## src/itoa_pkg.sv

```systemverilog
// Shared constants, types and helpers of the integer to ASCII converter.
package itoa_pkg;

  // Operand and text geometry
  localparam int unsigned VALUE_WIDTH = 32;
  localparam int unsigned MAX_CHARS   = 33;
  localparam int unsigned CHAR_W      = 8;
  localparam int unsigned CFG_W       = 6;
  localparam int unsigned CFG_IDX_W   = 1;

  // Character counts run 0..MAX_CHARS, buffer addresses 0..MAX_CHARS-1
  localparam int unsigned CNT_W    = $clog2(MAX_CHARS + 1);
  localparam int unsigned ADDR_W   = $clog2(MAX_CHARS);
  localparam int unsigned PADCMP_W = (CNT_W > CFG_W) ? CNT_W : CFG_W;

  // Divider: DIV_STEPS quotient bits a cycle over a dividend padded to DIV_W bits
  localparam int unsigned DIV_STEPS  = 8;
  localparam int unsigned DIV_CYCLES = (VALUE_WIDTH + DIV_STEPS - 1) / DIV_STEPS;
  localparam int unsigned DIV_W      = DIV_CYCLES * DIV_STEPS;
  localparam int unsigned DIV_CNT_W  = (DIV_CYCLES > 1) ? $clog2(DIV_CYCLES) : 1;

  // Queue between front and back; depth is a power of two so pointers wrap
  localparam int unsigned QUEUE_DEPTH = 2;
  localparam int unsigned QPTR_W      = $clog2(QUEUE_DEPTH);

  // Configuration register indexes
  localparam logic [CFG_IDX_W-1:0] CFG_RADIX = CFG_IDX_W'(0);
  localparam logic [CFG_IDX_W-1:0] CFG_PAD   = CFG_IDX_W'(1);

  // Configuration reset values and radix limits
  localparam logic [CFG_W-1:0] RADIX_RESET = CFG_W'(10);
  localparam logic [CFG_W-1:0] PAD_RESET   = CFG_W'(7);
  localparam logic [CFG_W-1:0] RADIX_MIN   = CFG_W'(2);
  localparam logic [CFG_W-1:0] RADIX_MAX   = CFG_W'(36);
  localparam logic [CFG_W-1:0] DEC_DIGITS  = CFG_W'(10);

  // ASCII codes
  localparam logic [CHAR_W-1:0] CH_NUL   = 8'h00;
  localparam logic [CHAR_W-1:0] CH_SPACE = 8'h20;
  localparam logic [CHAR_W-1:0] CH_MINUS = 8'h2d;
  localparam logic [CHAR_W-1:0] CH_ZERO  = 8'h30;
  localparam logic [CHAR_W-1:0] CH_NINE  = 8'h39;
  localparam logic [CHAR_W-1:0] CH_LOW_A = 8'h61;
  localparam logic [CHAR_W-1:0] CH_LOW_Z = 8'h7a;

  // One classified item waiting for conversion
  typedef struct packed {
    logic                   neg;
    logic                   text_on;
    logic [VALUE_WIDTH-1:0] mag;
  } itoa_item_t;

  // Divider status towards the sequencer
  typedef struct packed {
    logic                   done;
    logic [VALUE_WIDTH-1:0] quot;
    logic [CFG_W-1:0]       rem;
  } itoa_div_res_t;

  typedef enum logic [2:0] {
    BK_IDLE,
    BK_DIV,
    BK_SIGN,
    BK_PLAN,
    BK_PAD,
    BK_RD,
    BK_SEND,
    BK_NUL
  } back_state_e;

  // Map a digit value to its lower-case ASCII character
  function automatic logic [CHAR_W-1:0] digit_char(input logic [CFG_W-1:0] d);
    logic [CHAR_W-1:0] c;
    if (d < DEC_DIGITS) begin
      c = CH_ZERO + CHAR_W'(d);
    end else begin
      c = CH_LOW_A + CHAR_W'(d - DEC_DIGITS);
    end
    return c;
  endfunction

endpackage

```

## src/itoa_ram.sv

```systemverilog
// Generic single-write, single-read RAM with registered read data.
module itoa_ram #(
  parameter int unsigned WIDTH = 8,
  parameter int unsigned DEPTH = 32,
  parameter int unsigned AW    = (DEPTH > 1) ? $clog2(DEPTH) : 1
) (
  input  logic             clk_i,
  input  logic             we_i,
  input  logic [AW-1:0]    waddr_i,
  input  logic [WIDTH-1:0] wdata_i,
  input  logic [AW-1:0]    raddr_i,
  output logic [WIDTH-1:0] rdata_o
);

  logic [WIDTH-1:0] mem_q [DEPTH];
  logic [WIDTH-1:0] rdata_q;

  // Write port and registered read port
  always_ff @(posedge clk_i) begin
    if (we_i) begin
      mem_q[waddr_i] <= wdata_i;
    end
    rdata_q <= mem_q[raddr_i];
  end

  assign rdata_o = rdata_q;

endmodule

```

## src/itoa_div.sv

```systemverilog
// Iterative divider by the radix: quotient and remainder, several bits a cycle.
module itoa_div import itoa_pkg::*; (
  input  logic                   clk_i,
  input  logic                   rst_ni,
  input  logic                   start_i,
  input  logic [VALUE_WIDTH-1:0] dividend_i,
  input  logic [CFG_W-1:0]       radix_i,
  output itoa_div_res_t          res_o
);

  logic                 busy_q, busy_d;
  logic                 done_q, done_d;
  logic [DIV_CNT_W-1:0] cnt_q, cnt_d;
  logic [DIV_W-1:0]     quo_q, quo_nx;
  logic [CFG_W-1:0]     rem_q;
  logic [CFG_W:0]       rem_nx;

  // Restoring division over DIV_STEPS dividend bits
  always_comb begin
    quo_nx = quo_q;
    rem_nx = {1'b0, rem_q};
    for (int s = 0; s < int'(DIV_STEPS); s++) begin
      rem_nx = {rem_nx[CFG_W-1:0], quo_nx[DIV_W-1]};
      quo_nx = {quo_nx[DIV_W-2:0], 1'b0};
      if (rem_nx >= {1'b0, radix_i}) begin
        rem_nx    = rem_nx - {1'b0, radix_i};
        quo_nx[0] = 1'b1;
      end
    end
  end

  // Sequence the passes over the dividend
  always_comb begin
    busy_d = busy_q;
    cnt_d  = cnt_q;
    done_d = 1'b0;
    if (start_i) begin
      busy_d = 1'b1;
      cnt_d  = '0;
    end else if (busy_q) begin
      cnt_d = cnt_q + DIV_CNT_W'(1);
      if (cnt_q == DIV_CNT_W'(DIV_CYCLES - 1)) begin
        busy_d = 1'b0;
        done_d = 1'b1;
      end
    end
  end

  always_ff @(posedge clk_i or negedge rst_ni) begin
    if (!rst_ni) begin
      busy_q <= 1'b0;
      done_q <= 1'b0;
      cnt_q  <= '0;
    end else begin
      busy_q <= busy_d;
      done_q <= done_d;
      cnt_q  <= cnt_d;
    end
  end

  // Hold the partial quotient and remainder
  always_ff @(posedge clk_i) begin
    if (start_i) begin
      quo_q <= DIV_W'(dividend_i);
      rem_q <= '0;
    end else if (busy_q) begin
      quo_q <= quo_nx;
      rem_q <= rem_nx[CFG_W-1:0];
    end
  end

  assign res_o.done = done_q;
  assign res_o.quot = quo_q[VALUE_WIDTH-1:0];
  assign res_o.rem  = rem_q;

endmodule

```

## src/itoa_front.sv

```systemverilog
// Input side: accept words, split sign and magnitude, check the radix.
module itoa_front import itoa_pkg::*; (
  input  logic                          in_valid_i,
  output logic                          in_stall_o,
  input  logic signed [VALUE_WIDTH-1:0] value_i,
  input  logic [CFG_W-1:0]              radix_i,
  input  logic                          full_i,
  output logic                          push_o,
  output itoa_item_t                    item_o
);

  logic                   neg;
  logic [VALUE_WIDTH-1:0] raw;

  // Stall while the queue has no free slot
  assign in_stall_o = full_i;
  assign push_o     = in_valid_i & ~full_i;

  // Magnitude of a two's complement word; the most negative value maps to 2^(W-1)
  assign raw            = $unsigned(value_i);
  assign neg            = raw[VALUE_WIDTH-1];
  assign item_o.neg     = neg;
  assign item_o.mag     = neg ? (~raw + VALUE_WIDTH'(1)) : raw;
  assign item_o.text_on = (radix_i >= RADIX_MIN) && (radix_i <= RADIX_MAX);

endmodule

```

## src/itoa_queue.sv

```systemverilog
// Short queue of classified words between the input side and the sequencer.
module itoa_queue import itoa_pkg::*; (
  input  logic       clk_i,
  input  logic       rst_ni,
  input  logic       push_i,
  input  itoa_item_t item_i,
  output logic       full_o,
  input  logic       pop_i,
  output logic       valid_o,
  output itoa_item_t item_o
);

  itoa_item_t        slot_q [QUEUE_DEPTH];
  logic [QPTR_W-1:0] wr_ptr_q, wr_ptr_d;
  logic [QPTR_W-1:0] rd_ptr_q, rd_ptr_d;
  logic [QPTR_W:0]   fill_q, fill_d;

  assign full_o  = (fill_q == (QPTR_W + 1)'(QUEUE_DEPTH));
  assign valid_o = (fill_q != '0);
  assign item_o  = slot_q[rd_ptr_q];

  // Advance pointers and fill level
  always_comb begin
    wr_ptr_d = wr_ptr_q;
    rd_ptr_d = rd_ptr_q;
    fill_d   = fill_q;
    if (push_i) begin
      wr_ptr_d = wr_ptr_q + QPTR_W'(1);
    end
    if (pop_i) begin
      rd_ptr_d = rd_ptr_q + QPTR_W'(1);
    end
    case ({push_i, pop_i})
      2'b10:   fill_d = fill_q + (QPTR_W + 1)'(1);
      2'b01:   fill_d = fill_q - (QPTR_W + 1)'(1);
      default: fill_d = fill_q;
    endcase
  end

  always_ff @(posedge clk_i or negedge rst_ni) begin
    if (!rst_ni) begin
      wr_ptr_q <= '0;
      rd_ptr_q <= '0;
      fill_q   <= '0;
    end else begin
      wr_ptr_q <= wr_ptr_d;
      rd_ptr_q <= rd_ptr_d;
      fill_q   <= fill_d;
    end
  end

  // Store the incoming word
  always_ff @(posedge clk_i) begin
    if (push_i) begin
      slot_q[wr_ptr_q] <= item_i;
    end
  end

endmodule

```

## src/itoa_back.sv

```systemverilog
// Conversion sequencer: digit generation, text buffer and character output.
module itoa_back import itoa_pkg::*; (
  input  logic               clk_i,
  input  logic               rst_ni,
  input  logic               q_valid_i,
  input  itoa_item_t         item_i,
  output logic               pop_o,
  input  logic [CFG_W-1:0]   radix_i,
  input  logic [CFG_W-1:0]   pad_width_i,
  output logic               out_valid_o,
  input  logic               out_stall_i,
  output logic [CHAR_W-1:0]  character_o,
  output logic               last_o
);

  back_state_e            state_q, state_d;
  logic [CNT_W-1:0]       count_q, count_d;
  logic [CNT_W-1:0]       pad_left_q, pad_left_d;
  logic                   neg_q, neg_d;
  logic                   out_valid_q, out_valid_d;
  logic [CHAR_W-1:0]      char_q, char_d;
  logic                   last_q, last_d;
  logic                   load;

  logic                   div_start;
  logic [VALUE_WIDTH-1:0] dividend;
  itoa_div_res_t          div_res;

  logic                   ram_we;
  logic [CHAR_W-1:0]      ram_wdata;
  logic [CHAR_W-1:0]      ram_rdata;
  logic [CNT_W-1:0]       rd_idx;

  logic [PADCMP_W-1:0]    pad_ext;
  logic [CNT_W-1:0]       pad_lim;
  logic [CNT_W-1:0]       count_inc;
  logic                   more_room;
  logic                   out_free;
  logic                   more_digits;

  // Clamp padding to the longest text
  assign pad_ext = PADCMP_W'(pad_width_i);
  assign pad_lim = (pad_ext > PADCMP_W'(MAX_CHARS)) ? CNT_W'(MAX_CHARS) : CNT_W'(pad_ext);

  assign count_inc   = count_q + CNT_W'(1);
  assign more_room   = (count_inc < CNT_W'(MAX_CHARS));
  assign more_digits = (div_res.quot != '0) && more_room;
  assign out_free    = ~out_valid_q | ~out_stall_i;
  assign rd_idx      = count_q - CNT_W'(1);

  itoa_div u_div (
    .clk_i      (clk_i),
    .rst_ni     (rst_ni),
    .start_i    (div_start),
    .dividend_i (dividend),
    .radix_i    (radix_i),
    .res_o      (div_res)
  );

  // Text held least significant character first
  itoa_ram #(
    .WIDTH (CHAR_W),
    .DEPTH (MAX_CHARS)
  ) u_buf (
    .clk_i   (clk_i),
    .we_i    (ram_we),
    .waddr_i (count_q[ADDR_W-1:0]),
    .wdata_i (ram_wdata),
    .raddr_i (rd_idx[ADDR_W-1:0]),
    .rdata_o (ram_rdata)
  );

  // Next state
  always_comb begin
    state_d = state_q;
    case (state_q)
      BK_IDLE: begin
        if (q_valid_i) begin
          state_d = item_i.text_on ? BK_DIV : BK_PLAN;
        end
      end
      BK_DIV: begin
        if (div_res.done) begin
          if (more_digits) begin
            state_d = BK_DIV;
          end else if (neg_q && more_room) begin
            state_d = BK_SIGN;
          end else begin
            state_d = BK_PLAN;
          end
        end
      end
      BK_SIGN: state_d = BK_PLAN;
      BK_PLAN: begin
        if ((count_q == '0) && (pad_lim == '0)) begin
          state_d = BK_NUL;
        end else if (pad_lim > count_q) begin
          state_d = BK_PAD;
        end else begin
          state_d = BK_RD;
        end
      end
      BK_PAD: begin
        if (out_free && (pad_left_q == CNT_W'(1))) begin
          state_d = (count_q == '0) ? BK_IDLE : BK_RD;
        end
      end
      BK_RD: state_d = BK_SEND;
      BK_SEND: begin
        if (out_free) begin
          state_d = (count_q == CNT_W'(1)) ? BK_IDLE : BK_RD;
        end
      end
      BK_NUL: begin
        if (out_free) begin
          state_d = BK_IDLE;
        end
      end
      default: state_d = BK_IDLE;
    endcase
  end

  // Datapath control
  always_comb begin
    pop_o      = 1'b0;
    div_start  = 1'b0;
    dividend   = item_i.mag;
    ram_we     = 1'b0;
    ram_wdata  = digit_char(div_res.rem);
    count_d    = count_q;
    pad_left_d = pad_left_q;
    neg_d      = neg_q;
    load       = 1'b0;
    char_d     = char_q;
    last_d     = last_q;
    case (state_q)
      BK_IDLE: begin
        if (q_valid_i) begin
          pop_o     = 1'b1;
          count_d   = '0;
          neg_d     = item_i.neg;
          div_start = item_i.text_on;
        end
      end
      BK_DIV: begin
        if (div_res.done) begin
          ram_we  = 1'b1;
          count_d = count_inc;
          if (more_digits) begin
            div_start = 1'b1;
            dividend  = div_res.quot;
          end
        end
      end
      BK_SIGN: begin
        ram_we    = 1'b1;
        ram_wdata = CH_MINUS;
        count_d   = count_inc;
      end
      BK_PLAN: begin
        pad_left_d = (pad_lim > count_q) ? (pad_lim - count_q) : '0;
      end
      BK_PAD: begin
        if (out_free) begin
          load       = 1'b1;
          char_d     = CH_SPACE;
          last_d     = (pad_left_q == CNT_W'(1)) && (count_q == '0);
          pad_left_d = pad_left_q - CNT_W'(1);
        end
      end
      BK_SEND: begin
        if (out_free) begin
          load    = 1'b1;
          char_d  = ram_rdata;
          last_d  = (count_q == CNT_W'(1));
          count_d = rd_idx;
        end
      end
      BK_NUL: begin
        if (out_free) begin
          load   = 1'b1;
          char_d = CH_NUL;
          last_d = 1'b1;
        end
      end
      default: ;
    endcase
  end

  // Output register: load a character, drop it once taken
  always_comb begin
    if (load) begin
      out_valid_d = 1'b1;
    end else if (!out_stall_i) begin
      out_valid_d = 1'b0;
    end else begin
      out_valid_d = out_valid_q;
    end
  end

  always_ff @(posedge clk_i or negedge rst_ni) begin
    if (!rst_ni) begin
      state_q     <= BK_IDLE;
      count_q     <= '0;
      pad_left_q  <= '0;
      neg_q       <= 1'b0;
      out_valid_q <= 1'b0;
    end else begin
      state_q     <= state_d;
      count_q     <= count_d;
      pad_left_q  <= pad_left_d;
      neg_q       <= neg_d;
      out_valid_q <= out_valid_d;
    end
  end

  always_ff @(posedge clk_i) begin
    char_q <= char_d;
    last_q <= last_d;
  end

  assign out_valid_o = out_valid_q;
  assign character_o = char_q;
  assign last_o      = last_q;

endmodule

```

## src/integer_to_ascii_radix.sv

```systemverilog
// Top level of the signed integer to right-justified ASCII text converter.
//
// Each input word is a signed 32-bit integer; the block sends its text in the
// configured radix (2 to 36) one character per output word, leading spaces up to
// pad_width (at most 33), then a minus sign for negative values, then digits
// most significant first in lower case, with last set on the final character.
// A radix outside 2..36 gives padding only, and a single NUL with last set if
// pad_width is zero. Each digit comes from the shared divider (8 quotient bits
// a cycle over the 32-bit magnitude) and is then stored in the text buffer, the
// sign after it. Every digit or sign character then leaves through the single
// read port of the text buffer. The word is popped from the queue as the
// divider starts, and the padding is planned once the text is stored. A two-word
// queue lets the input side take further words while a conversion runs, and a
// character held in the output register blocks the sequencer only while the
// output is stalled.
module integer_to_ascii_radix import itoa_pkg::*; (
  input  logic                          clk_i,
  input  logic                          rst_ni,
  input  logic                          cfg_we_i,
  input  logic [CFG_IDX_W-1:0]          cfg_idx_i,
  input  logic [CFG_W-1:0]              cfg_data_i,
  input  logic                          in_valid_i,
  output logic                          in_stall_o,
  input  logic signed [VALUE_WIDTH-1:0] value_i,
  output logic                          out_valid_o,
  input  logic                          out_stall_i,
  output logic [CHAR_W-1:0]             character_o,
  output logic                          last_o
);

  logic [CFG_W-1:0] radix_q, radix_d;
  logic [CFG_W-1:0] pad_q, pad_d;

  logic             push;
  logic             full;
  logic             pop;
  logic             q_valid;
  itoa_item_t       front_item;
  itoa_item_t       queue_item;

  // Configuration registers
  always_comb begin
    radix_d = radix_q;
    pad_d   = pad_q;
    if (cfg_we_i) begin
      case (cfg_idx_i)
        CFG_RADIX: radix_d = cfg_data_i;
        CFG_PAD:   pad_d   = cfg_data_i;
        default: ;
      endcase
    end
  end

  always_ff @(posedge clk_i or negedge rst_ni) begin
    if (!rst_ni) begin
      radix_q <= RADIX_RESET;
      pad_q   <= PAD_RESET;
    end else begin
      radix_q <= radix_d;
      pad_q   <= pad_d;
    end
  end

  itoa_front u_front (
    .in_valid_i (in_valid_i),
    .in_stall_o (in_stall_o),
    .value_i    (value_i),
    .radix_i    (radix_q),
    .full_i     (full),
    .push_o     (push),
    .item_o     (front_item)
  );

  itoa_queue u_queue (
    .clk_i   (clk_i),
    .rst_ni  (rst_ni),
    .push_i  (push),
    .item_i  (front_item),
    .full_o  (full),
    .pop_i   (pop),
    .valid_o (q_valid),
    .item_o  (queue_item)
  );

  itoa_back u_back (
    .clk_i       (clk_i),
    .rst_ni      (rst_ni),
    .q_valid_i   (q_valid),
    .item_i      (queue_item),
    .pop_o       (pop),
    .radix_i     (radix_q),
    .pad_width_i (pad_q),
    .out_valid_o (out_valid_o),
    .out_stall_i (out_stall_i),
    .character_o (character_o),
    .last_o      (last_o)
  );

endmodule

```

## config.mk

```make
export PLATFORM = sky130hd
export DESIGN_NAME = integer_to_ascii_radix
export DESIGN_NICKNAME = d
export VERILOG_FILES = /design/src/itoa_pkg.sv /design/src/itoa_ram.sv /design/src/itoa_div.sv /design/src/itoa_front.sv /design/src/itoa_queue.sv /design/src/itoa_back.sv /design/src/integer_to_ascii_radix.sv
export SDC_FILE = /design/constraint.sdc
export NUM_CORES = 1
export LEC_CHECK = 0
export ABC_AREA = 0
export BUFFER_PORTS_ARGS = -buffer_cell sky130_fd_sc_hd__buf_4
export CORE_AREA = 2 2 291 293
export CTS_BUF_LIST = sky130_fd_sc_hd__clkbuf_8
export CTS_CLUSTER_DIAMETER = 40
export CTS_CLUSTER_SIZE = 30
export DETAILED_ROUTE_END_ITERATION = 6
export DIE_AREA = 0 0 293 295
export HOLD_SLACK_MARGIN = 0.03
export SETUP_SLACK_MARGIN = 0.15
export SYNTH_ARGS = -nofsm -noshare
export SYNTH_HDL_FRONTEND = slang
export SYNTH_SLANG_ARGS = --single-unit
export TNS_END_PERCENT = 20
```

## constraint.sdc

```tcl
create_clock -name clk_i -period 18.3 [get_ports clk_i]
set_input_delay 1.83 -clock clk_i [delete_from_list [all_inputs] [get_ports clk_i]]
set_output_delay 1.83 -clock clk_i [all_outputs]
set_load 0.02 [all_outputs]
```

-- Word-level counts from Yosys, hierarchy flattened
Memory sizes are Yosys's and may differ from the RTL's. A register that Yosys moved wholly into a read port is not among the register bits.
Cells that the tools add are included.
Widths: inputs -> output; s select.
- $add $sub $neg: 21
- $lt $le $gt $ge: 14
- equality and inequality tests: 21
- mux-type cells: 78
- bitwise operators: 7
- reduce and logical (&&, ||, !) cells: 25
- operators with widths (kind ; number):
    $mux 32 ; 6
    $mux 6 ; 14
    $ge 7x6->1 ; 8
    $sub 6x6->6 ; 9
    $mux 8 ; 5
    $mux 1 ; 33
    $add 32x1->32 const B ; 1
    $not 32->32 ; 1
    $reduce_bool 32->1 ; 1
    $mux 3 ; 9
    $pmux 3 s8 ; 1
    $pmux 6 s4 ; 1
    $pmux 8 s3 ; 1
    $eq 3x3->1 const B ; 4
    $eq 6x1->1 const B ; 2
    $logic_not 6->1 ; 2
    $pmux 6 s2 ; 1
    $sub 6x1->6 const B ; 2
    $ne 2x1->1 const B ; 5
    $reduce_and 2->1 ; 5
    $add 7x8->8 const A ; 1
    $reduce_and 4->1 ; 2
    $reduce_bool 2->1 ; 4
    $add 6x6->7 const A ; 1
    other kinds (30) ; 47
- flip-flop bits (word level): 84
- bits in writable memories: 332
- input bits: 44
- output and inout port bits: 11
- logic and storage cells: 185
- memories: 2
- memories (memory ; words ; width ; read ports ; clocked after Yosys merged registers in ; wr ports ; line ; RTL):
    u_back.u_buf.mem_q ; 33 ; 8 ; 1 ; 1 ; 1 ; itoa_ram.sv:15 ; logic [WIDTH-1:0] mem_q [DEPTH];
    u_queue.slot_q ; 2 ; 34 ; 1 ; 0 ; 1 ; itoa_queue.sv:13 ; itoa_item_t slot_q [QUEUE_DEPTH];

-- Depth between registers and ports, before layout
Gate-level depths: netlist of the first run.
- word-level depth: 18
- mapped depth: 82
- gate-level depth less buffers: 79

-- Hierarchy
Synthesis of the first run repeated with hierarchy kept, for this count alone.
- cells, all modules: 1609
- area total of the unflattened synthesis: 22142.5 µm²
- by module, submodules not included (module ; times used ; cells an instance ; area each (µm²) ; seq. area each (µm²)):
    itoa_ram ; 1 ; 593 ; 10724.0 ; 8087.8
    itoa_div ; 1 ; 431 ; 4302.9 ; 1181.1
    itoa_back ; 1 ; 331 ; 2949.1 ; 695.7
    itoa_queue ; 1 ; 122 ; 2791.4 ; 2142.1
    itoa_front ; 1 ; 105 ; 899.6 ; 0.0
    integer_to_ascii_radix ; 1 ; 27 ; 475.5 ; 306.5

-- Worst setup path before layout of the first run
No wires, ideal clock.
- path type: reg2reg
- start: register radix_q[1]
- end: register u_back.u_div.rem_q[5]
- setup time: 0.119 ns
- data arrival time: 15.755 ns
- data required time: 18.181 ns
- setup slack: 2.426 ns
- stages on the path, launching flop included: 80
- path buffers: 4
- clock period less this slack: 15.874 ns
- cells stage by stage: dfstp_2 inv_1 ha_1 nand2b_1 a211oi_2 or3_1 buf_2 mux2_2 inv_1 ha_1 a211oi_1 o31ai_1 a211oi_2 buf_4 mux2_2 inv_1 ha_1 nor2b_1 [... 44 more ...] a31o_2 a21o_1 a211oi_2 nand2_2 and3_1 or2_2 ha_1 inv_1 a21oi_1 o21ai_0 nand2b_1 a31o_2 a21oi_1 o21ai_0 a221o_1 o21ai_2 o21ai_1 o221a_1
- cells in the longest elaborated chain, start to end: 16
- elaborated cells on any way between the ends: 24
- those cells by class: add/sub (8); order compare (8); mux (8)
- ends and longest elaborated chain (element ; line ; RTL):
    from (decl) ; integer_to_ascii_radix.sv:31 ; logic [CFG_W-1:0] radix_q, radix_d;
    from (signal assigned) ; integer_to_ascii_radix.sv:59 ; radix_q <= radix_d;
    $sub 6x6->6 / $ge 7x6->1 (equally long branches) ; itoa_div.sv:26, itoa_div.sv:25 ;
    $mux 6 ; itoa_div.sv:25 ; if (rem_nx >= {1'b0, radix_i}) begin
    $sub 6x6->6 / $ge 7x6->1 (equally long branches) ; itoa_div.sv:26, itoa_div.sv:25 ;
    $mux 6 ; itoa_div.sv:25 ;
    $sub 6x6->6 / $ge 7x6->1 (equally long branches) ; itoa_div.sv:26, itoa_div.sv:25 ;
    $mux 6 ; itoa_div.sv:25 ;
    $sub 6x6->6 / $ge 7x6->1 (equally long branches) ; itoa_div.sv:26, itoa_div.sv:25 ;
    $mux 6 ; itoa_div.sv:25 ;
    $sub 6x6->6 / $ge 7x6->1 (equally long branches) ; itoa_div.sv:26, itoa_div.sv:25 ;
    $mux 6 ; itoa_div.sv:25 ;
    $ge 7x6->1 / $sub 6x6->6 (equally long branches) ; itoa_div.sv:25, itoa_div.sv:26 ;
    $mux 6 ; itoa_div.sv:25 ;
    $sub 6x6->6 / $ge 7x6->1 (equally long branches) ; itoa_div.sv:26, itoa_div.sv:25 ;
    $mux 6 ; itoa_div.sv:25 ;
    $sub 6x6->6 / $ge 7x6->1 (equally long branches) ; itoa_div.sv:26, itoa_div.sv:25 ;
    $mux 6 (*) ; itoa_div.sv:25 ;
    to (signal assigned) ; itoa_div.sv:68 ; rem_q <= rem_nx[CFG_W-1:0];
    to (decl) ; itoa_div.sv:15 ; logic [CFG_W-1:0] rem_q;
Every way passes the cells marked *; elsewhere a longest branch is shown, timed or not.
A chain may end at the register's enable or synchronous reset.

-- Worst setup path in the final report of the first run
- start: register radix_q[1]
- end: register u_back.u_div.rem_q[4]
Same word-level chain as after synthesis.

==> flow_metrics.env, run 1 <==
export IMPL_status="finished clean"
export IMPL_ys_seq_elements=424
export IMPL_die_area_mm2=0.0864
export IMPL_tritoncts="done"
export IMPL_setup_slack_ns=1.42
export IMPL_regArea_mm2=0.0124
export IMPL_dpl_hpwl_mm=33.7
export IMPL_wl_met3_mm=2.99
export IMPL_area_growth_pct=15.3
export IMPL_setup_tns_ns=0
export IMPL_nNetsFinal=1688
export IMPL_max_stage_delay_ns=0.73
export IMPL_vias=12710
export IMPL_stdcell_count=2695
export IMPL_synth_fa_ha_area_share_pct=4.87
export IMPL_setup_viol=0
export IMPL_synth_xor_area_share_pct=3.01
export IMPL_synth_top_family_by_area="multiplexers"
export IMPL_mostFrequentLayoutCells="373 x edfxtp_1, 103 x nand2_1, 92 x o21ai_0, 90 x nor2_1, 83 x buf_4"
export IMPL_clock_latency_ns=0.69
export IMPL_crit_path_start_kind="flip-flop"
export IMPL_max_freq_ghz=0.0593
export IMPL_synth_warnings=0
export IMPL_cp_arrival_ns=17.41
export IMPL_port_buffers=54
export IMPL_rsz0062_at_grt="false"
export IMPL_synth_edf_count=373
export IMPL_pre_cts_ws_ns=0.286
export IMPL_drt_iter0_drc=945
export IMPL_avgViaCountPerCell=4.72
export IMPL_grt_pass1_wl_mm=74.7
export IMPL_wl_mm=48.1
export IMPL_worstMarginPinSlew_ns=1.20
export IMPL_final_max_slew_viol_count=0
export IMPL_globalplace_congestion=0.868
export IMPL_critPathSlowestCell="dfstp_4"
export IMPL_final_min_period_over_clock_period_pct=92.2
export IMPL_die_h_um=295
export IMPL_fin_crit_ns=16.88
export IMPL_avgSynthCellArea_um2=14.0
export IMPL_wl_met2_mm=22.9
export IMPL_drt_pre_antenna_iters=5
export IMPL_cts_buffers=53
export IMPL_grt_overflow=0
export IMPL_layout_cells_most_common="edfxtp_1"
export IMPL_avgRoutedWirePerCell_um=17.8
export IMPL_antenna_found_initial=2
export IMPL_synth_simple_area_share_pct=8.79
export IMPL_postCtsHoldBufs=0
export IMPL_cts_sinks=424
export IMPL_antenna_left=0
export IMPL_synthMuxAreaShare_pct=12.2
export IMPL_ys_flop_type="edfxtp_1"
export IMPL_wl_met1_mm=20.7
export IMPL_clkTransAtPathRegs_ns=0.10
export IMPL_skew_ns=0.0625
export IMPL_groute_usage_overall_pct=11.0
export IMPL_multi_input_area_mm2=0.00791
export IMPL_drv_cap=0
export IMPL_crit_fanout=12
export IMPL_rows=106
export IMPL_htreeDepth=2
export IMPL_cp_data_required_time_ns=18.84
export IMPL_synth_nets=1599
export IMPL_synthesis_area_mm2=0.0207
export IMPL_start_util_pct=24.8
export IMPL_fp_dieW_um=293
export IMPL_hold_violations=0
export IMPL_io_pins=55
export IMPL_ys_seq_area_share_pct=60.1
export IMPL_fillCellCount=8273
export IMPL_end_kind="flip-flop"
export IMPL_hp_class="reg -> reg"
export IMPL_critical_path_class="reg -> reg"
export IMPL_syn_inst=1480
export IMPL_async_reset_ff_share_pct=8.73
export IMPL_cts_root_buf="clkbuf_8"
export IMPL_cts_max_path_buffers=3
export IMPL_slew_headroom_pct=20.1
export IMPL_route_detailed_drc=0
export IMPL_synth_compound_area_share_pct=8.93
export IMPL_layout_drive_gt1_share_pct=20.3
export IMPL_core_mm2=0.0832
export IMPL_grt_max_degree=72
export IMPL_ys_types=87
export IMPL_dp_cells=2584
export IMPL_grt_pass1_vias=12735
export IMPL_dr_max_layer_used="met5"
flip-flops by register name (all words and copies together) (netlist names), 2 cells and up:
signal                cells
u_queue.slot_q           68
u_back.u_buf.rdata_o      8
u_back.u_div.cnt_q        2
u_queue.fill_q            2
u_back.pad_left_q         6
radix_q                   6
u_back.u_buf.mem_q      264
pad_q                     6
u_back.count_q            6
u_back.character_o        8
u_back.state_q            3
u_back.u_div.rem_q        6
u_back.u_div.quo_q       32
layer usage:
metal	track usage, %	vias up
met5	0	-
met2	18.1	402
met4	3.65	2
met3	2.40	90
met1	14.5	6314
li1	-	5902
cell type report:
class                      count  area share, %
inverter                      64           1.02
timing repair buffer          83           2.62
clock buffer                  54           3.12
antenna                        1         0.0105
tap                         1080           5.67
clock inverter                46           2.19
multi-input combinational    943           33.2
sequential                   424           52.2
cell usage after synthesis (all sizes together), types with 8 or more instances:
master / n / area (um^2)
and2: 10 / 62.6
o31ai: 14 / 105
nor3: 15 / 80.1
nand4: 11 / 68.8
xnor2: 59 / 517
edfxtp: 373 / 11200
nor4: 13 / 81.3
nor2: 93 / 357
or3: 21 / 131
xor2: 12 / 105
a211oi: 11 / 108
a21o: 14 / 105
o21ai: 101 / 509
nand2: 106 / 405
mux2i: 51 / 510
inv: 61 / 229
o211ai: 8 / 65.1
nand3: 27 / 135
nand2b: 16 / 108
and3: 12 / 80.1
fa: 9 / 180
buf: 11 / 57.6
nor2b: 21 / 131
ha: 66 / 826
mux2: 17 / 203
o22ai: 10 / 62.6
dfxtp: 14 / 280
a21oi: 60 / 300
clkbuf: 38 / 143
mux4: 80 / 1800
a31oi: 11 / 68.8
dfrtp: 32 / 801
critical path, delay by kind of cell (launching register included):
kind            cells  cell delay, ns
flops               1            0.73
simple gates       15            2.85
buf+inv             7            0.61
compound gates     42            9.25
fa+ha+maj           8            2.11
mux                 3            1.19
stage by stage:
stage	hold slack, ns	area [um^2]	utilization, %
6_report	0.469	23800	28.6
5_1_grt	0.501	23800	28.6
4_1_cts	0.486	23700	28.5
3_5_place_dp	0.486	22400	26.9
3_3_place_gp	0.492	22400	26.9
2_1_floorplan	0.461	20700	-
path summary, 6_finish.rpt:
kind	from	end	slack, ns	depth (start not counted)
hold reg to reg	u_back.u_buf.rdata_o[5]	u_back.character_o[5]	0.47	1
setup / recovery	radix_q[1]	u_back.u_div.rem_q[4]	1.42	75
hold / removal	u_back.u_buf.rdata_o[5]	u_back.character_o[5]	0.47	1
min in group asynchronous	rst_ni	radix_q[2]	1.17	1
setup reg to reg	radix_q[1]	u_back.u_div.rem_q[4]	1.42	75
max in group asynchronous	rst_ni	u_back.count_q[0]	16.65	1
kinds of logic (layout without fill, tap and decap cells):
logic type      Yosys count  in the layout
buf+inv                 113            247
xor+xnor                 71             71
other cells               0              1
mux                     148            148
compound gates          282            282
flops                   424            424
fa+ha+maj                75             75
simple gates            367            367
repair_timing:
item,CTS,global route
endpoints found under the setup margin,0,7
gates resized for setup,0,15
setup buffers,0,10
Power of run 1 is left out: the tool's default activity adds up to more than one toggle a clock period on the data nets, which glitch-free logic cannot reach.
==> inputs of run 2 (changes only) <==
MAX_ROUTING_LAYER = met4   (was unset)
==> run 2 against run 1 <==
Register-to-register slack worse by 0.14 ns. Critical path depth did not move. First-iteration DRC count is 0.53% lower. Clock skew decreased by 0.0017 ns. Cell area shrank 0.36%. Sequential share of layout area is 0.17 points higher. Worst setup slack got worse by 0.14 ns. Die area unchanged. Final cell count about the same. Global-route usage grew 0.28 points. Worst hold slack gained 0.023 ns. Flip-flop and latch count unchanged. Largest cell class unchanged.
==> flow_metrics.env, run 2 (synthesized netlist as in run 1, its figures left out) <==
export IMPL_io_pins=55
export IMPL_antenna_left=0
export IMPL_vias=12686
export IMPL_wl_mm=48.1
export IMPL_rsz0062_at_grt="false"
export IMPL_crit_path_start_kind="flip-flop"
export IMPL_nNetsFinal=1687
export IMPL_start_util_pct=24.8
export IMPL_area_growth_pct=14.9
export IMPL_die_area_mm2=0.0864
export IMPL_crit_fanout=12
export IMPL_globalplace_congestion=0.886
export IMPL_crit_top_cell="o21ai_0"
export IMPL_port_buffers=54
export IMPL_hp_class="reg -> reg"
export IMPL_critical_path_class="reg -> reg"
export IMPL_antenna_found_initial=2
export IMPL_fillCellCount=8298
export IMPL_grt_overflow=0
export IMPL_mostFrequentLayoutCells="373 x edfxtp_1, 103 x nand2_1, 93 x o21ai_0, 90 x nor2_1, 80 x mux4_2"
export IMPL_cts_root_buf="clkbuf_8"
export IMPL_max_freq_ghz=0.0588
export IMPL_core_mm2=0.0832
export IMPL_cts_sinks=424
export IMPL_drt_pre_antenna_iters=5
export IMPL_final_min_period_over_clock_period_pct=93.0
export IMPL_route_detailed_drc=0
export IMPL_hold_violations=0
export IMPL_grt_pass1_vias=12767
export IMPL_end_kind="flip-flop"
export IMPL_grt_max_degree=72
export IMPL_avgRoutedWirePerCell_um=17.8
export IMPL_slew_headroom_pct=13.3
export IMPL_dpl_hpwl_mm=33.7
export IMPL_fin_crit_ns=17.01
export IMPL_drv_cap=0
export IMPL_top_regs="u_back.u_buf.mem_q: 264 flops, u_queue.slot_q: 68 flops, u_back.u_div.quo_q: 32 flops"
export IMPL_clock_latency_ns=0.68
export IMPL_groute_usage_overall_pct=11.3
export IMPL_max_stage_delay_ns=0.53
export IMPL_top_register="u_back.u_buf.mem_q"
export IMPL_skew_ns=0.0608
export IMPL_htreeDepth=2
export IMPL_cts_buffers=56
export IMPL_drt_iter0_drc=940
export IMPL_postCtsHoldBufs=0
export IMPL_cp_arrival_ns=17.55
export IMPL_die_h_um=295
export IMPL_tritoncts="done"
export IMPL_largest_register_ffs=264
export IMPL_layout_drive_gt1_share_pct=20.1
export IMPL_cts_max_path_buffers=3
export IMPL_setup_viol=0
export IMPL_layout_cells_most_common="edfxtp_1"
export IMPL_fp_dieW_um=293
export IMPL_rows=106
export IMPL_clkTransAtPathRegs_ns=0.08
export IMPL_critPathSlowestCell="dfstp_2"
export IMPL_worstMarginPinSlew_ns=1.30
export IMPL_status="finished clean"
export IMPL_final_max_slew_viol_count=0
export IMPL_setup_tns_ns=0
export IMPL_grt_pass1_wl_mm=74.8
export IMPL_cp_data_required_time_ns=18.83
export IMPL_avgViaCountPerCell=4.71
## run 2: changes by cell type in the layout (fill, tap and decap cells not counted), moves of 2 or more
| cell | before | now |
|---|---|---|
| inv_8 | 10 | 8 |
| clkinv_4 | 5 | 2 |
| clkinvlp_4 | 4 | 9 |
| inv_1 | 61 | 63 |
| inv_6 | 11 | 14 |
| buf_4 | 83 | 79 |
| clkinv_8 | 8 | 6 |
| clkbuf_8 | 54 | 56 |
| bufinv_16 | 3 | 1 |
## run 2: metal layers
metal  GRT usage (%)  routed length [um]  part of all wire [%]
met1            14.6               21300                    44
met3            2.07                2680                   5.6
met4            3.10                1050                   2.2
met2            18.3               23000                    48
met5               -                   0                     0
## run 2: layout make-up
cell class	instances	area [um^2]	share of cell area [%]
flip-flops and latches	424	12400	52.3
multi-input cells	943	7880	33.2
well taps	1080	1350	5.69
clock buffers	56	771	3.25
repair buffers	79	593	2.50
clock inverters	48	473	1.99
inverters	64	240	1.01
diodes	2	5.00	0.0211
## run 2: path summary, 6_finish.rpt
path / start / endpoint / slack, ns / depth (start not counted)
min in group asynchronous: rst_ni / u_back.count_q[3] / 1.16 / 1
max in group asynchronous: rst_ni / u_back.count_q[0] / 16.66 / 1
setup reg to reg: radix_q[3] / u_back.u_div.rem_q[4] / 1.29 / 75
hold / removal: u_back.u_buf.mem_q[32][0] / u_back.u_buf.rdata_o[0] / 0.49 / 2
hold reg to reg: u_back.u_buf.mem_q[32][0] / u_back.u_buf.rdata_o[0] / 0.49 / 2
setup / recovery: radix_q[3] / u_back.u_div.rem_q[4] / 1.29 / 75
## run 2: worst max-delay path: cells and delay by family (launching register included)
kind                     cells  cell delay [ns]
AO/OA/AOI/OAI               43             9.45
adder cells (fa/ha/maj)      8             2.25
buffers and inverters        7             0.69
flip-flops                   1             0.53
multiplexers                 3             1.22
AND/OR/NAND/NOR             14             2.74
## run 2: per-stage QoR
stage | utilization, % | setup WS [ns] | hold slack (ns) | cells | cell area [um^2]
finish | 28.5 | 1.29 | 0.493 | 2696 | 23700
global route | 28.5 | 0.233 | 0.528 | 2696 | 23700
CTS | 28.5 | 0.556 | 0.497 | 2689 | 23700
detailed placement | 27.0 | 0.582 | 0.479 | 2585 | 22400
global placement | 27.0 | 1.29 | 0.484 | 2585 | 22400
floorplan | - | 2.43 | 0.461 | 1480 | 20700
## run 2: timing repair
action	CTS	global route
setup buffers	0	5
gates resized for setup	0	8
setup endpoints to repair	0	7
endpoints found under the hold margin	0	0
Power of run 2 is left out for the same reason.
==> inputs of run 3 (changes only) <==
--- a/config.mk
+++ b/config.mk
@@ -9,2 +9,4 @@
 export BUFFER_PORTS_ARGS = -buffer_cell sky130_fd_sc_hd__buf_4
+export CELL_PAD_IN_SITES_DETAIL_PLACEMENT = 2
+export CELL_PAD_IN_SITES_GLOBAL_PLACEMENT = 2
 export CORE_AREA = 2 2 291 293
@@ -17,2 +19,3 @@
 export MAX_ROUTING_LAYER = met4
+export PLACE_DENSITY_LB_ADDON = 0.1
 export SETUP_SLACK_MARGIN = 0.15
==> constraint.sdc (replaced) <==
create_clock -name clk_i -period 18.3 [get_ports clk_i]
set_input_delay 0.915 -clock clk_i [delete_from_list [all_inputs] [get_ports clk_i]]
set_output_delay 0.915 -clock clk_i [all_outputs]
set_load 0.02 [all_outputs]
==> run 3 against run 2 <==
Global-route usage increased by 4.1 points. Final cell count increased by 2.5%. Worst hold slack got worse by 0.24 ns. Die area unchanged. Worst setup slack improved by 0.18 ns. Wire length increased by 33%. Flip-flop and latch count unchanged. Critical path type unchanged. Largest cell class unchanged.
==> flow_metrics.env, run 3 (synthesized netlist as in run 1, its figures left out) <==
export IMPL_status="finished clean"
export IMPL_avgRoutedWirePerCell_um=23.1
export IMPL_route_detailed_drc=0
export IMPL_timing_reg2reg_setup_slack_ns=1.46
export IMPL_cp_arrival_ns=17.41
export IMPL_vias=13007
export IMPL_hold_violations=0
export IMPL_tritoncts="done"
export IMPL_max_freq_ghz=0.0594
export IMPL_setup_tns_ns=0
export IMPL_globalplace_congestion=0.781
export IMPL_layout_drive_gt1_share_pct=22.6
export IMPL_fin_crit_ns=16.84
export IMPL_regToRegStartpoint="radix_q[1]"
export IMPL_start_util_pct=24.8
export IMPL_worst_hold_slack_ns=0.250
export IMPL_fillCellCount=8708
export IMPL_crit_reg2reg_capture="u_back.u_div.rem_q[5]"
export IMPL_antenna_found_initial=0
export IMPL_die_area_mm2=0.0864
export IMPL_top_register="u_back.u_buf.mem_q"
export IMPL_end_kind="flip-flop"
export IMPL_hp_class="in -> async"
export IMPL_layout_cells_most_common="edfxtp_1"
export IMPL_crit_path_start_kind="flip-flop"
export IMPL_dpl_hpwl_mm=44.6
export IMPL_skew_ns=0.0642
export IMPL_grt_overflow=0
export IMPL_io_pins=55
export IMPL_cts_max_path_buffers=3
export IMPL_groute_usage_overall_pct=15.4
export IMPL_mostFrequentLayoutCells="373 x edfxtp_1, 103 x nand2_1, 95 x buf_4, 93 x o21ai_0, 89 x nor2_1"
export IMPL_antenna_left=0
export IMPL_cts_buffers=84
export IMPL_drt_iter0_drc=551
export IMPL_rsz0062_at_grt="false"
export IMPL_clkTransAtPathRegs_ns=0.05
export IMPL_port_buffers=54
export IMPL_wl_mm=63.8
export IMPL_critPathSlowestCell="dfstp_4"
export IMPL_die_h_um=295
export IMPL_cts_sinks=424
export IMPL_critical_path_class="reg -> reg"
export IMPL_top_regs="u_back.u_buf.mem_q: 264 flops, u_queue.slot_q: 68 flops, u_back.u_div.quo_q: 32 flops"
export IMPL_avgViaCountPerCell=4.71
export IMPL_cts_root_buf="clkbuf_8"
export IMPL_grt_pass1_vias=14626
export IMPL_final_max_slew_viol_count=0
export IMPL_rows=106
export IMPL_postCtsHoldBufs=0
export IMPL_grt_pass1_wl_mm=96.2
export IMPL_n_antenna_cell=0
export IMPL_core_mm2=0.0832
export IMPL_setup_viol=0
export IMPL_grt_max_degree=72
export IMPL_rr_worst_depth=76
export IMPL_max_stage_delay_ns=0.72
export IMPL_clock_latency_ns=0.69
export IMPL_drv_cap=0
export IMPL_drt_pre_antenna_iters=4
export IMPL_worstMarginPinSlew_ns=1.07
export IMPL_slew_headroom_pct=28.5
export IMPL_final_min_period_over_clock_period_pct=92.0
export IMPL_crit_fanout=12
export IMPL_cp_data_required_time_ns=18.88
export IMPL_largest_register_ffs=264
export IMPL_nNetsFinal=1731
export IMPL_fp_dieW_um=293
export IMPL_htreeDepth=3
export IMPL_startpoint="radix_q[1]"
export IMPL_crit_top_cell="o21ai_0"
export IMPL_area_growth_pct=19.2
-- run 3: changes by cell type in the layout (fill, tap and decap cells not counted), sizes merged --
cell,previous run,this run
clkbuf,56,86
buf,79,95
clkinv,15,31
bufinv,1,14
inv,87,78
clkinvlp,9,12
diode,2,0
-- run 3: routing by layer --
metal  vias to the layer above  track usage, %  share of wire, %
met2                       208            26.1                50
li1                       6002               -                 -
met1                      6679            18.7                44
met4                         0            6.00               3.6
met5                         -               -                 0
met3                       118            2.26               2.8
-- run 3: layout make-up --
cell class	count	area (um^2)	area share [%]
clock buffer	86	1180	4.81
clock inverter	71	773	3.14
inverter	64	240	0.976
timing repair buffer	95	713	2.90
multi-input combinational	943	7930	32.2
sequential	424	12400	50.5
tap	1080	1350	5.49
-- run 3: how the worst max path moves through the flow --
stage          slack [ns]  depth (start not counted)               endpoint
2_1_floorplan        2.43                         79  u_back.u_div.rem_q[5]
3_3_place_gp         0.90                         77  u_back.u_div.rem_q[4]
3_5_place_dp         0.20                         76  u_back.u_div.rem_q[4]
4_1_cts              0.26                         76  u_back.u_div.rem_q[4]
5_1_grt              0.15                         76  u_back.u_div.rem_q[5]
6_report             1.46                         76  u_back.u_div.rem_q[5]
-- run 3: timing repair --
item,in CTS,in global routing
gates resized for setup,1,13
pin swaps,0,3
setup buffers,0,8
setup endpoints to repair,1,7
-- run 3: through the flow --
stage / util [%] / std cells / setup WS [ns] / area, um^2
2_1_floorplan: - / 1480 / 2.43 / 20700
6_report: 29.6 / 2763 / 1.46 / 24600
3_5_place_dp: 27.1 / 2598 / 0.204 / 22500
3_3_place_gp: 27.1 / 2598 / 0.898 / 22500
4_1_cts: 29.5 / 2755 / 0.259 / 24500
5_1_grt: 29.6 / 2763 / 0.146 / 24600
-- run 3: critical path: cells and delay by family, from the launching register on --
kind | cells | cell delay, ns
AO/OA/AOI/OAI | 42 | 9.25
adder cells (fa/ha/maj) | 8 | 2.07
buffers and inverters | 8 | 0.66
flip-flops | 1 | 0.72
multiplexers | 3 | 1.22
AND/OR/NAND/NOR | 15 | 2.84
Power of run 3 is left out for the same reason.
